===== src/rtl/lefsp_pkg.sv =====
`timescale 1ns / 1ps

package lefsp_pkg;

   localparam int SAMPLE_BITS_DEF = 24;
   localparam int COEFF_BITS_DEF  = 16;

   localparam int STATE_W     = 32;
   localparam int CSR_DATA_W  = 16;
   localparam int CSR_INDEX_W = 3;
   localparam int SUB_GAIN_W  = 15;
   localparam int GAIN_SHIFT  = 14;

   localparam logic                  MODE_RST       = 1'b1;
   localparam logic [CSR_DATA_W-1:0] LOW_COEFF_RST  = 16'd1000;
   localparam logic [CSR_DATA_W-1:0] SUB_COEFF_RST  = 16'd500;
   localparam logic [CSR_DATA_W-1:0] SLOW_COEFF_RST = 16'd214;
   localparam logic [CSR_DATA_W-1:0] WIDTH_GAIN_RST = 16'd16384;
   localparam logic [SUB_GAIN_W-1:0] SUB_GAIN_RST   = 15'd0;
   localparam logic [SUB_GAIN_W-1:0] TIGHT_GAIN_RST = 15'd0;

   typedef enum logic [CSR_INDEX_W-1:0] {
      CSR_STEREO_MODE = 3'd0,
      CSR_LOW_COEFF   = 3'd1,
      CSR_SUB_COEFF   = 3'd2,
      CSR_SLOW_COEFF  = 3'd3,
      CSR_WIDTH_GAIN  = 3'd4,
      CSR_SUB_GAIN    = 3'd5,
      CSR_TIGHT_GAIN  = 3'd6
   } csr_index_type;

   // Operation issued to the shared multiplier.
   typedef enum logic [2:0] {
      OP_LOW    = 3'd0,
      OP_SUB    = 3'd1,
      OP_SLOW   = 3'd2,
      OP_WIDTH  = 3'd3,
      OP_GSUB   = 3'd4,
      OP_GTIGHT = 3'd5
   } op_type;

   typedef enum logic [3:0] {
      ST_IDLE  = 4'b0001,
      ST_MUL   = 4'b0010,
      ST_APPLY = 4'b0100,
      ST_OUT   = 4'b1000
   } fsm_type;

endpackage


===== src/rtl/low_end_focus_stereo_processor.sv =====
`timescale 1ns / 1ps
//  channel | ports                                        | direction
//  --------+----------------------------------------------+----------
//  req     | req_valid, req_stall, req_left_in/right_in    | in
//  rsp     | rsp_valid, rsp_stall, rsp_left_out/right_out  | out
//  csr     | csr_write_en, csr_index, csr_wdata            | in
//
//  Each frame is worked one product at a time through the single multiplier,
//  with a multiply step and an apply step per product, 12 products in stereo and
//  5 in mono, then a hand-off of the result to the output register and a return to
//  idle, where the next frame is taken; no new frame is taken before the hand-off.
//  Reset is synchronous and restores the control and configuration registers and clears all channel state.
//  A result waits in the output register under rsp_stall while the next frame is taken.

module low_end_focus_stereo_processor #(
   parameter int SAMPLE_BITS = lefsp_pkg::SAMPLE_BITS_DEF,
   parameter int COEFF_BITS  = lefsp_pkg::COEFF_BITS_DEF
) (
   input  logic                                    clock,
   input  logic                                    reset,
   input  logic                                    req_valid,
   output logic                                    req_stall,
   input  logic signed [SAMPLE_BITS-1:0]           req_left_in,
   input  logic signed [SAMPLE_BITS-1:0]           req_right_in,
   output logic                                    rsp_valid,
   input  logic                                    rsp_stall,
   output logic signed [SAMPLE_BITS-1:0]           rsp_left_out,
   output logic signed [SAMPLE_BITS-1:0]           rsp_right_out,
   input  logic                                    csr_write_en,
   input  logic [lefsp_pkg::CSR_INDEX_W-1:0]       csr_index,
   input  logic [lefsp_pkg::CSR_DATA_W-1:0]        csr_wdata
);
   import lefsp_pkg::*;

   localparam int XSHIFT = STATE_W - SAMPLE_BITS;
   localparam int MULA_W = STATE_W + 2;
   localparam int MULB_W = ((COEFF_BITS > CSR_DATA_W) ? COEFF_BITS : CSR_DATA_W) + 1;
   localparam int PROD_W = MULA_W + MULB_W;
   localparam int SUM_W  = STATE_W + 4;
   localparam int ACC_W  = STATE_W + 8;

   localparam logic signed [SUM_W-1:0] STATE_HI =
      {{(SUM_W-STATE_W+1){1'b0}}, {(STATE_W-1){1'b1}}};
   localparam logic signed [SUM_W-1:0] STATE_LO = ~STATE_HI;
   localparam logic signed [ACC_W-1:0] OUT_HI =
      {{(ACC_W-SAMPLE_BITS+1){1'b0}}, {(SAMPLE_BITS-1){1'b1}}};
   localparam logic signed [ACC_W-1:0] OUT_LO = ~OUT_HI;

   function automatic logic [MULB_W-1:0] coeff_mask(input logic [CSR_DATA_W-1:0] v);
      logic [CSR_DATA_W+COEFF_BITS-1:0] wide;
      wide = {{COEFF_BITS{1'b0}}, v};
      return MULB_W'(wide[COEFF_BITS-1:0]);
   endfunction

   function automatic logic signed [STATE_W-1:0] sat_state(input logic signed [SUM_W-1:0] v);
      logic signed [SUM_W-1:0] r;
      r = (v > STATE_HI) ? STATE_HI : ((v < STATE_LO) ? STATE_LO : v);
      return STATE_W'(r);
   endfunction

   function automatic logic signed [SAMPLE_BITS-1:0] sat_out(input logic signed [ACC_W-1:0] v);
      logic signed [ACC_W-1:0] r;
      r = (v > OUT_HI) ? OUT_HI : ((v < OUT_LO) ? OUT_LO : v);
      return SAMPLE_BITS'(r);
   endfunction

   // control and channel state
   fsm_type                    state_ff, state_in;
   op_type                     op_ff, op_in;
   logic                       ch_ff, ch_in;
   logic                       rsp_valid_ff, rsp_valid_in;
   logic                       mode_ff, mode_in;
   logic [CSR_DATA_W-1:0]      low_coeff_ff, low_coeff_in;
   logic [CSR_DATA_W-1:0]      sub_coeff_ff, sub_coeff_in;
   logic [CSR_DATA_W-1:0]      slow_coeff_ff, slow_coeff_in;
   logic [CSR_DATA_W-1:0]      width_gain_ff, width_gain_in;
   logic [SUB_GAIN_W-1:0]      sub_gain_ff, sub_gain_in;
   logic [SUB_GAIN_W-1:0]      tight_gain_ff, tight_gain_in;
   logic signed [STATE_W-1:0]  low_ff [2];
   logic signed [STATE_W-1:0]  low_in [2];
   logic signed [STATE_W-1:0]  sub_ff [2];
   logic signed [STATE_W-1:0]  sub_in [2];
   logic signed [STATE_W-1:0]  slow_ff [2];
   logic signed [STATE_W-1:0]  slow_in [2];
   logic [1:0]                 lastneg_ff, lastneg_in;
   logic [1:0]                 divneg_ff, divneg_in;

   // payload
   logic signed [SAMPLE_BITS-1:0] samp_ff [2];
   logic signed [SAMPLE_BITS-1:0] samp_in [2];
   logic signed [SAMPLE_BITS-1:0] res_ff [2];
   logic signed [SAMPLE_BITS-1:0] res_in [2];
   logic signed [ACC_W-1:0]       mix_ff [2];
   logic signed [ACC_W-1:0]       mix_in [2];
   logic signed [STATE_W-1:0]     mono_ff, mono_in;
   logic signed [ACC_W-1:0]       acc_ff, acc_in;
   logic signed [PROD_W-1:0]      prod_ff, prod_in;
   logic signed [SAMPLE_BITS-1:0] rsp_left_ff, rsp_left_in;
   logic signed [SAMPLE_BITS-1:0] rsp_right_ff, rsp_right_in;

   // datapath
   logic signed [STATE_W-1:0] x_c, low_c, sub_c, slow_c, sm_base, sm_val;
   logic signed [MULA_W-1:0]  tgt, mul_a;
   logic signed [MULB_W-1:0]  mul_b;
   logic signed [PROD_W-1:0]  mul_p;
   logic signed [SUM_W-1:0]   sm_sum;
   logic signed [ACC_W-1:0]   gain_term, fin_sum;
   logic signed [STATE_W:0]   mono_sum;

   assign x_c    = STATE_W'(samp_ff[ch_ff]) <<< XSHIFT;
   assign low_c  = low_ff[ch_ff];
   assign sub_c  = sub_ff[ch_ff];
   assign slow_c = slow_ff[ch_ff];

   // subharmonic target: |low| with the divider polarity applied
   assign tgt = ((low_c < 0) ^ divneg_ff[ch_ff]) ? -MULA_W'(low_c) : MULA_W'(low_c);

   always_comb begin
      case (op_ff)
         OP_LOW: begin
            mul_a = MULA_W'(x_c) - MULA_W'(low_c);
            mul_b = coeff_mask(low_coeff_ff);
         end
         OP_SUB: begin
            mul_a = tgt - MULA_W'(sub_c);
            mul_b = coeff_mask(sub_coeff_ff);
         end
         OP_SLOW: begin
            mul_a = MULA_W'(low_c) - MULA_W'(slow_c);
            mul_b = coeff_mask(slow_coeff_ff);
         end
         OP_WIDTH: begin
            mul_a = MULA_W'(low_c) - MULA_W'(mono_ff);
            mul_b = MULB_W'(width_gain_ff);
         end
         OP_GSUB: begin
            mul_a = MULA_W'(sub_c);
            mul_b = MULB_W'(sub_gain_ff);
         end
         OP_GTIGHT: begin
            mul_a = MULA_W'(low_c) - MULA_W'(slow_c);
            mul_b = MULB_W'(tight_gain_ff);
         end
         default: begin
            mul_a = '0;
            mul_b = '0;
         end
      endcase
   end

   assign mul_p = PROD_W'(mul_a) * PROD_W'(mul_b);

   always_comb begin
      case (op_ff)
         OP_SUB:  sm_base = sub_c;
         OP_SLOW: sm_base = slow_c;
         default: sm_base = low_c;
      endcase
   end

   assign sm_sum    = SUM_W'(sm_base) + SUM_W'(prod_ff >>> COEFF_BITS);
   assign sm_val    = sat_state(sm_sum);
   assign gain_term = ACC_W'(prod_ff >>> GAIN_SHIFT);
   assign fin_sum   = acc_ff + gain_term;
   assign mono_sum  = (STATE_W+1)'(low_ff[0]) + (STATE_W+1)'(low_ff[1]);

   always_comb begin
      state_in      = state_ff;
      op_in         = op_ff;
      ch_in         = ch_ff;
      rsp_valid_in  = rsp_valid_ff;
      mode_in       = mode_ff;
      low_coeff_in  = low_coeff_ff;
      sub_coeff_in  = sub_coeff_ff;
      slow_coeff_in = slow_coeff_ff;
      width_gain_in = width_gain_ff;
      sub_gain_in   = sub_gain_ff;
      tight_gain_in = tight_gain_ff;
      low_in        = low_ff;
      sub_in        = sub_ff;
      slow_in       = slow_ff;
      lastneg_in    = lastneg_ff;
      divneg_in     = divneg_ff;
      samp_in       = samp_ff;
      res_in        = res_ff;
      mix_in        = mix_ff;
      mono_in       = mono_ff;
      acc_in        = acc_ff;
      prod_in       = prod_ff;
      rsp_left_in   = rsp_left_ff;
      rsp_right_in  = rsp_right_ff;

      if (rsp_valid_ff && !rsp_stall) begin
         rsp_valid_in = 1'b0;
      end

      case (state_ff)
         ST_IDLE: begin
            if (req_valid) begin
               samp_in[0] = req_left_in;
               samp_in[1] = req_right_in;
               op_in      = OP_LOW;
               ch_in      = 1'b0;
               state_in   = ST_MUL;
            end
         end
         ST_MUL: begin
            prod_in  = mul_p;
            state_in = ST_APPLY;
         end
         ST_APPLY: begin
            state_in = ST_MUL;
            case (op_ff)
               OP_LOW: begin
                  low_in[ch_ff] = sm_val;
                  // rising zero crossing of the lowpass flips the divider
                  if (lastneg_ff[ch_ff] && !sm_val[STATE_W-1]) begin
                     divneg_in[ch_ff] = ~divneg_ff[ch_ff];
                  end
                  lastneg_in[ch_ff] = sm_val[STATE_W-1];
                  op_in = OP_SUB;
               end
               OP_SUB: begin
                  sub_in[ch_ff] = sm_val;
                  op_in = OP_SLOW;
               end
               OP_SLOW: begin
                  slow_in[ch_ff] = sm_val;
                  if (mode_ff && !ch_ff) begin
                     ch_in = 1'b1;
                     op_in = OP_LOW;
                  end else if (mode_ff) begin
                     mono_in = STATE_W'(mono_sum >>> 1);
                     ch_in   = 1'b0;
                     op_in   = OP_WIDTH;
                  end else begin
                     mix_in[0] = ACC_W'(low_ff[0]);
                     op_in     = OP_GSUB;
                  end
               end
               OP_WIDTH: begin
                  mix_in[ch_ff] = ACC_W'(mono_ff) + gain_term;
                  ch_in = ~ch_ff;
                  op_in = ch_ff ? OP_GSUB : OP_WIDTH;
               end
               OP_GSUB: begin
                  acc_in = ACC_W'(x_c) - ACC_W'(low_c) + mix_ff[ch_ff] + gain_term;
                  op_in  = OP_GTIGHT;
               end
               OP_GTIGHT: begin
                  res_in[ch_ff] = sat_out(fin_sum >>> XSHIFT);
                  if (mode_ff && !ch_ff) begin
                     ch_in = 1'b1;
                     op_in = OP_GSUB;
                  end else begin
                     state_in = ST_OUT;
                  end
               end
               default: begin
                  state_in = ST_IDLE;
               end
            endcase
         end
         ST_OUT: begin
            // hold until the output register is free or drains this cycle
            if (!rsp_valid_ff || !rsp_stall) begin
               rsp_left_in  = res_ff[0];
               rsp_right_in = mode_ff ? res_ff[1] : samp_ff[1];
               rsp_valid_in = 1'b1;
               state_in     = ST_IDLE;
            end
         end
         default: begin
            state_in = ST_IDLE;
         end
      endcase

      if (csr_write_en) begin
         case (csr_index)
            CSR_STEREO_MODE: begin
               mode_in = csr_wdata[0];
               if (csr_wdata[0] != mode_ff) begin
                  for (int i = 0; i < 2; i++) begin
                     low_in[i]  = '0;
                     sub_in[i]  = '0;
                     slow_in[i] = '0;
                  end
                  lastneg_in = '0;
                  divneg_in  = '0;
               end
            end
            CSR_LOW_COEFF:  low_coeff_in  = csr_wdata;
            CSR_SUB_COEFF:  sub_coeff_in  = csr_wdata;
            CSR_SLOW_COEFF: slow_coeff_in = csr_wdata;
            CSR_WIDTH_GAIN: width_gain_in = csr_wdata;
            CSR_SUB_GAIN:   sub_gain_in   = csr_wdata[SUB_GAIN_W-1:0];
            CSR_TIGHT_GAIN: tight_gain_in = csr_wdata[SUB_GAIN_W-1:0];
            default: begin
            end
         endcase
      end
   end

   always_ff @(posedge clock) begin
      if (reset) begin
         state_ff      <= ST_IDLE;
         op_ff         <= OP_LOW;
         ch_ff         <= 1'b0;
         rsp_valid_ff  <= 1'b0;
         mode_ff       <= MODE_RST;
         low_coeff_ff  <= LOW_COEFF_RST;
         sub_coeff_ff  <= SUB_COEFF_RST;
         slow_coeff_ff <= SLOW_COEFF_RST;
         width_gain_ff <= WIDTH_GAIN_RST;
         sub_gain_ff   <= SUB_GAIN_RST;
         tight_gain_ff <= TIGHT_GAIN_RST;
         for (int i = 0; i < 2; i++) begin
            low_ff[i]  <= '0;
            sub_ff[i]  <= '0;
            slow_ff[i] <= '0;
         end
         lastneg_ff    <= '0;
         divneg_ff     <= '0;
      end else begin
         state_ff      <= state_in;
         op_ff         <= op_in;
         ch_ff         <= ch_in;
         rsp_valid_ff  <= rsp_valid_in;
         mode_ff       <= mode_in;
         low_coeff_ff  <= low_coeff_in;
         sub_coeff_ff  <= sub_coeff_in;
         slow_coeff_ff <= slow_coeff_in;
         width_gain_ff <= width_gain_in;
         sub_gain_ff   <= sub_gain_in;
         tight_gain_ff <= tight_gain_in;
         low_ff        <= low_in;
         sub_ff        <= sub_in;
         slow_ff       <= slow_in;
         lastneg_ff    <= lastneg_in;
         divneg_ff     <= divneg_in;
      end
   end

   always_ff @(posedge clock) begin
      samp_ff      <= samp_in;
      res_ff       <= res_in;
      mix_ff       <= mix_in;
      mono_ff      <= mono_in;
      acc_ff       <= acc_in;
      prod_ff      <= prod_in;
      rsp_left_ff  <= rsp_left_in;
      rsp_right_ff <= rsp_right_in;
   end

   assign req_stall     = (state_ff != ST_IDLE);
   assign rsp_valid     = rsp_valid_ff;
   assign rsp_left_out  = rsp_left_ff;
   assign rsp_right_out = rsp_right_ff;

endmodule


===== config.mk =====
export PLATFORM = sky130hd
export DESIGN_NAME = low_end_focus_stereo_processor
export DESIGN_NICKNAME = d
export VERILOG_FILES = /design/src/rtl/lefsp_pkg.sv /design/src/rtl/low_end_focus_stereo_processor.sv
export SDC_FILE = /design/constraint.sdc
export NUM_CORES = 2
export LEC_CHECK = 0
export ABC_AREA = 1
export BUFFER_PORTS_ARGS = -buffer_cell sky130_fd_sc_hd__buf_2
export CORE_MARGIN = 2
export CORE_UTILIZATION = 55
export CTS_CLUSTER_DIAMETER = 150
export DETAILED_ROUTE_END_ITERATION = 16
export PLACE_DENSITY = 0.8
export SLEW_MARGIN = 20
export SYNTH_ARGS = -nofsm -noshare
export SYNTH_HDL_FRONTEND = slang
export SYNTH_SLANG_ARGS = --single-unit

===== constraint.sdc =====
create_clock -name clock -period 16.7 [get_ports clock]
set_input_delay 1.67 -clock clock [delete_from_list [all_inputs] [get_ports clock]]
set_output_delay 1.67 -clock clock [all_outputs]
set_load 0.01 [all_outputs]

==> metrics.log <==
[metrics] number of routed nets with antenna violations: 0
[metrics] required time at the endpoint of the critical path: 17.15 ns
[metrics] async set-reset flop share out of synthesis: 0%
[metrics] GRT met3 Usage: around 11%
[metrics] maximum number of buffers from clock root to sink: 3
[metrics] startpoint types: flop
[metrics] worst slew pin tran: 1.33 ns
[metrics] count of synthesis-stage warnings from yosys: 0
[metrics] via count of the first global-routing pass: around 65,000
[metrics] clock root cell: clkbuf_16
[metrics] busiest metal layer after global routing: met2
[metrics] Row Count: 128
[metrics] area grow syn2layout: 7.46%
[metrics] post-synthesis cell type count: 61
[metrics] total count of max-transition violations in the final report: 0
[metrics] Die Span Y: 354 µm
[metrics] Iter 0 DRT Violations: ~8,000
[metrics] share of the yosys chip area belonging to registers: 23.6%
[metrics] Worst Hold Class: flop to flop
[metrics] type of element capturing the critical path: flop
[metrics] remaining design rule violation count: 0
[metrics] number of top-level pins: 122
[metrics] sum of net half-perimeters after detailed placement: 232,000 µm
[metrics] clock sink count: between 600 and 700
[metrics] flop and latch count out of synthesis: 629
[metrics] count of cells resized by post-cts repair: 0
[metrics] number of iterations in the first detailed-routing pass: 12
[metrics] PnR worst setup slack: 3.39 ns
[metrics] cells after synthesis: 9,311
[metrics] Tmin final: 13.31 ns
[metrics] Post-synth EDFFs: 329
[metrics] Mapped Nets: between 10,000 and 15,000
[metrics] worst endpoint data arrival time: roughly 14 ns
[metrics] clock buffers created by TritonCTS: 72
[metrics] share of post-route cells with drive strength above 1: 5.25%
[metrics] CTS tree: built
[metrics] GRT Util Overall: 44.7%
[metrics] vias: 65,900
[metrics] largest net degree at the start of global routing: around 120
[metrics] via count normalized by instance count: 5.96
[metrics] Cell Count Post-Placement: 10,900
[metrics] Fin Clk Skew: 0.0414 ns
[metrics] first-pass GRT wire length: 413,000 µm
[metrics] later-pin clock latency in the skew report: 0.71 ns
[metrics] Routability Congestion: 1.10
[metrics] Clock H-tree levels: 3
[metrics] final cycle utilization of the critical path: 79.7%
[metrics] GR Layer Usage met2: 71.0%
[metrics] placeable core region: between 0.1 and 0.15 mm²
[metrics] run status: completed
[metrics] most used cell, CP: nand2_1
[metrics] Crit path largest cell delay: 0.75 ns
[metrics] syn_area_per_cell: 7.22 µm²
[metrics] setup repair after global routing missed its margin: no
[metrics] initial standard-cell utilization of the core: between 50% and 60%
[metrics] commonest non-fill, non-tap cells in the layout: 2,074 x nand2_1, 1,805 x inv_1, 917 x nor2_1
[metrics] final wirelength: ~280,000 µm
[metrics] worst max-slew margin expressed relative to the limit: 10.5%
[metrics] top achievable clock speed: 75.1 MHz
[metrics] Finish-stage setup viols: 0
[metrics] commonest non-fill, non-tap cell in the layout: nand2_1
[metrics] Top FF cell, synth: edfxtp_1
[metrics] crit path max-delay cell type: nor4_2
[metrics] CTS clk-pin slew, worst paths: approximately 0.070 ns
[metrics] maximum fanout along the worst path: between 100 and 150
[metrics] die boundary width: 354 µm
[metrics] PortBufs: 121
[metrics] buffer count from post-CTS setup fixing: 0
[metrics] final non-filler cell total: between 10,000 and 15,000
[metrics] met1 track demand over resource in global routing: between 50% and 60%
[metrics] endpoints failing hold: 0
[metrics] initial antenna violation count: 26
[metrics] number of hold buffers added after cts: 0
[metrics] synthesized cell area: 0.0672 mm²
[metrics] Setup Slack @ Placement: roughly 3.8 ns
[metrics] mean routed wirelength per cell: 25.7 µm
[metrics] area of the die: ~0.13 mm²
[metrics] reported max-cap violation count: 0
[metrics] class of the most critical setup path: flop to flop
[metrics] final net count: 10,400
[metrics] grt ovf: 0
[metrics] Sum Neg Setup Slack: 0 ns
==> path summary, 6_finish.rpt <==
check	depth (start not counted)	from	end	slack, ns
hold / removal	0	res_ff[41]	rsp_left_out[17]	0.42
setup reg to reg	45	ch_ff	prod_ff[45]	3.39
hold reg to reg	0	res_ff[41]	rsp_left_out[17]	0.42
setup / recovery	45	ch_ff	prod_ff[45]	3.39
==> cells in the mapped netlist (all sizes together), types with 73 or more instances <==
cell,number,share of area (%)
nor3,75,0.63
edfxtp,329,15
a31oi,73,0.68
ha,429,8.0
clkbuf,180,1.0
nand3,467,3.5
nand2,2082,12
xor2,154,2.0
inv,1826,10
xnor2,84,1.1
fa,582,17
o21ai,610,4.7
buf,96,0.85
a21oi,679,5.1
dfxtp,300,8.9
nor2,937,5.3
==> stage by stage <==
step	hold slack [ns]	cell area, µm²	utilization, %
floorplan	0.400	67200	-
global placement	0.403	69600	57.3
detailed placement	0.405	69600	57.3
CTS	0.422	72200	59.4
global route	0.430	72200	59.4
finish	0.422	72200	59.4
==> routing by layer <==
layer,vias to the layer above,wire [µm]
met5,-,166
met4,24,24100
met3,990,31100
met2,3955,127000
met1,31300,101000
li1,29600,-
==> cell families after synthesis <==
kind of cell	Yosys count	synth area share, %
compound gates	1611	13.3
fa+ha+maj	1011	25.3
buf+inv	2108	12.1
xor+xnor	238	3.10
flops	629	23.6
mux	9	0.134
simple gates	3705	22.5
==> final cells by class <==
class / count / area [µm²]
inverter: 1832 / 6880
clock buffer: 95 / 2060
sequential: 629 / 15900
timing repair buffer: 233 / 1460
tap: 1625 / 2030
antenna: 17 / 42.5
clock inverter: 38 / 493
multi-input combinational: 6574 / 43400
fill: 11100 / 49300
==> registers in the layout, indices dropped and copies added, names as in the netlist, 24 cells and up <==
name / cells
rsp_right_out: 24
samp_ff: 48
slow_ff: 64
mono_ff: 32
rsp_left_out: 24
prod_ff: 37
acc_ff: 40
mix_ff: 76
sub_ff: 64
low_ff: 64
res_ff: 48
==> critical path, delay by kind of cell, from the launching register on <==
family	cells	cell delay, ns
XOR/XNOR	2	0.32
flip-flops	1	0.56
AND/OR/NAND/NOR	24	6.10
AO/OA/AOI/OAI	3	0.89
adder cells (fa/ha/maj)	9	4.02
buffers and inverters	7	0.91
Power is left out: the tool's default activity adds up to more than one toggle a clock period on the data nets, which glitch-free logic cannot reach.
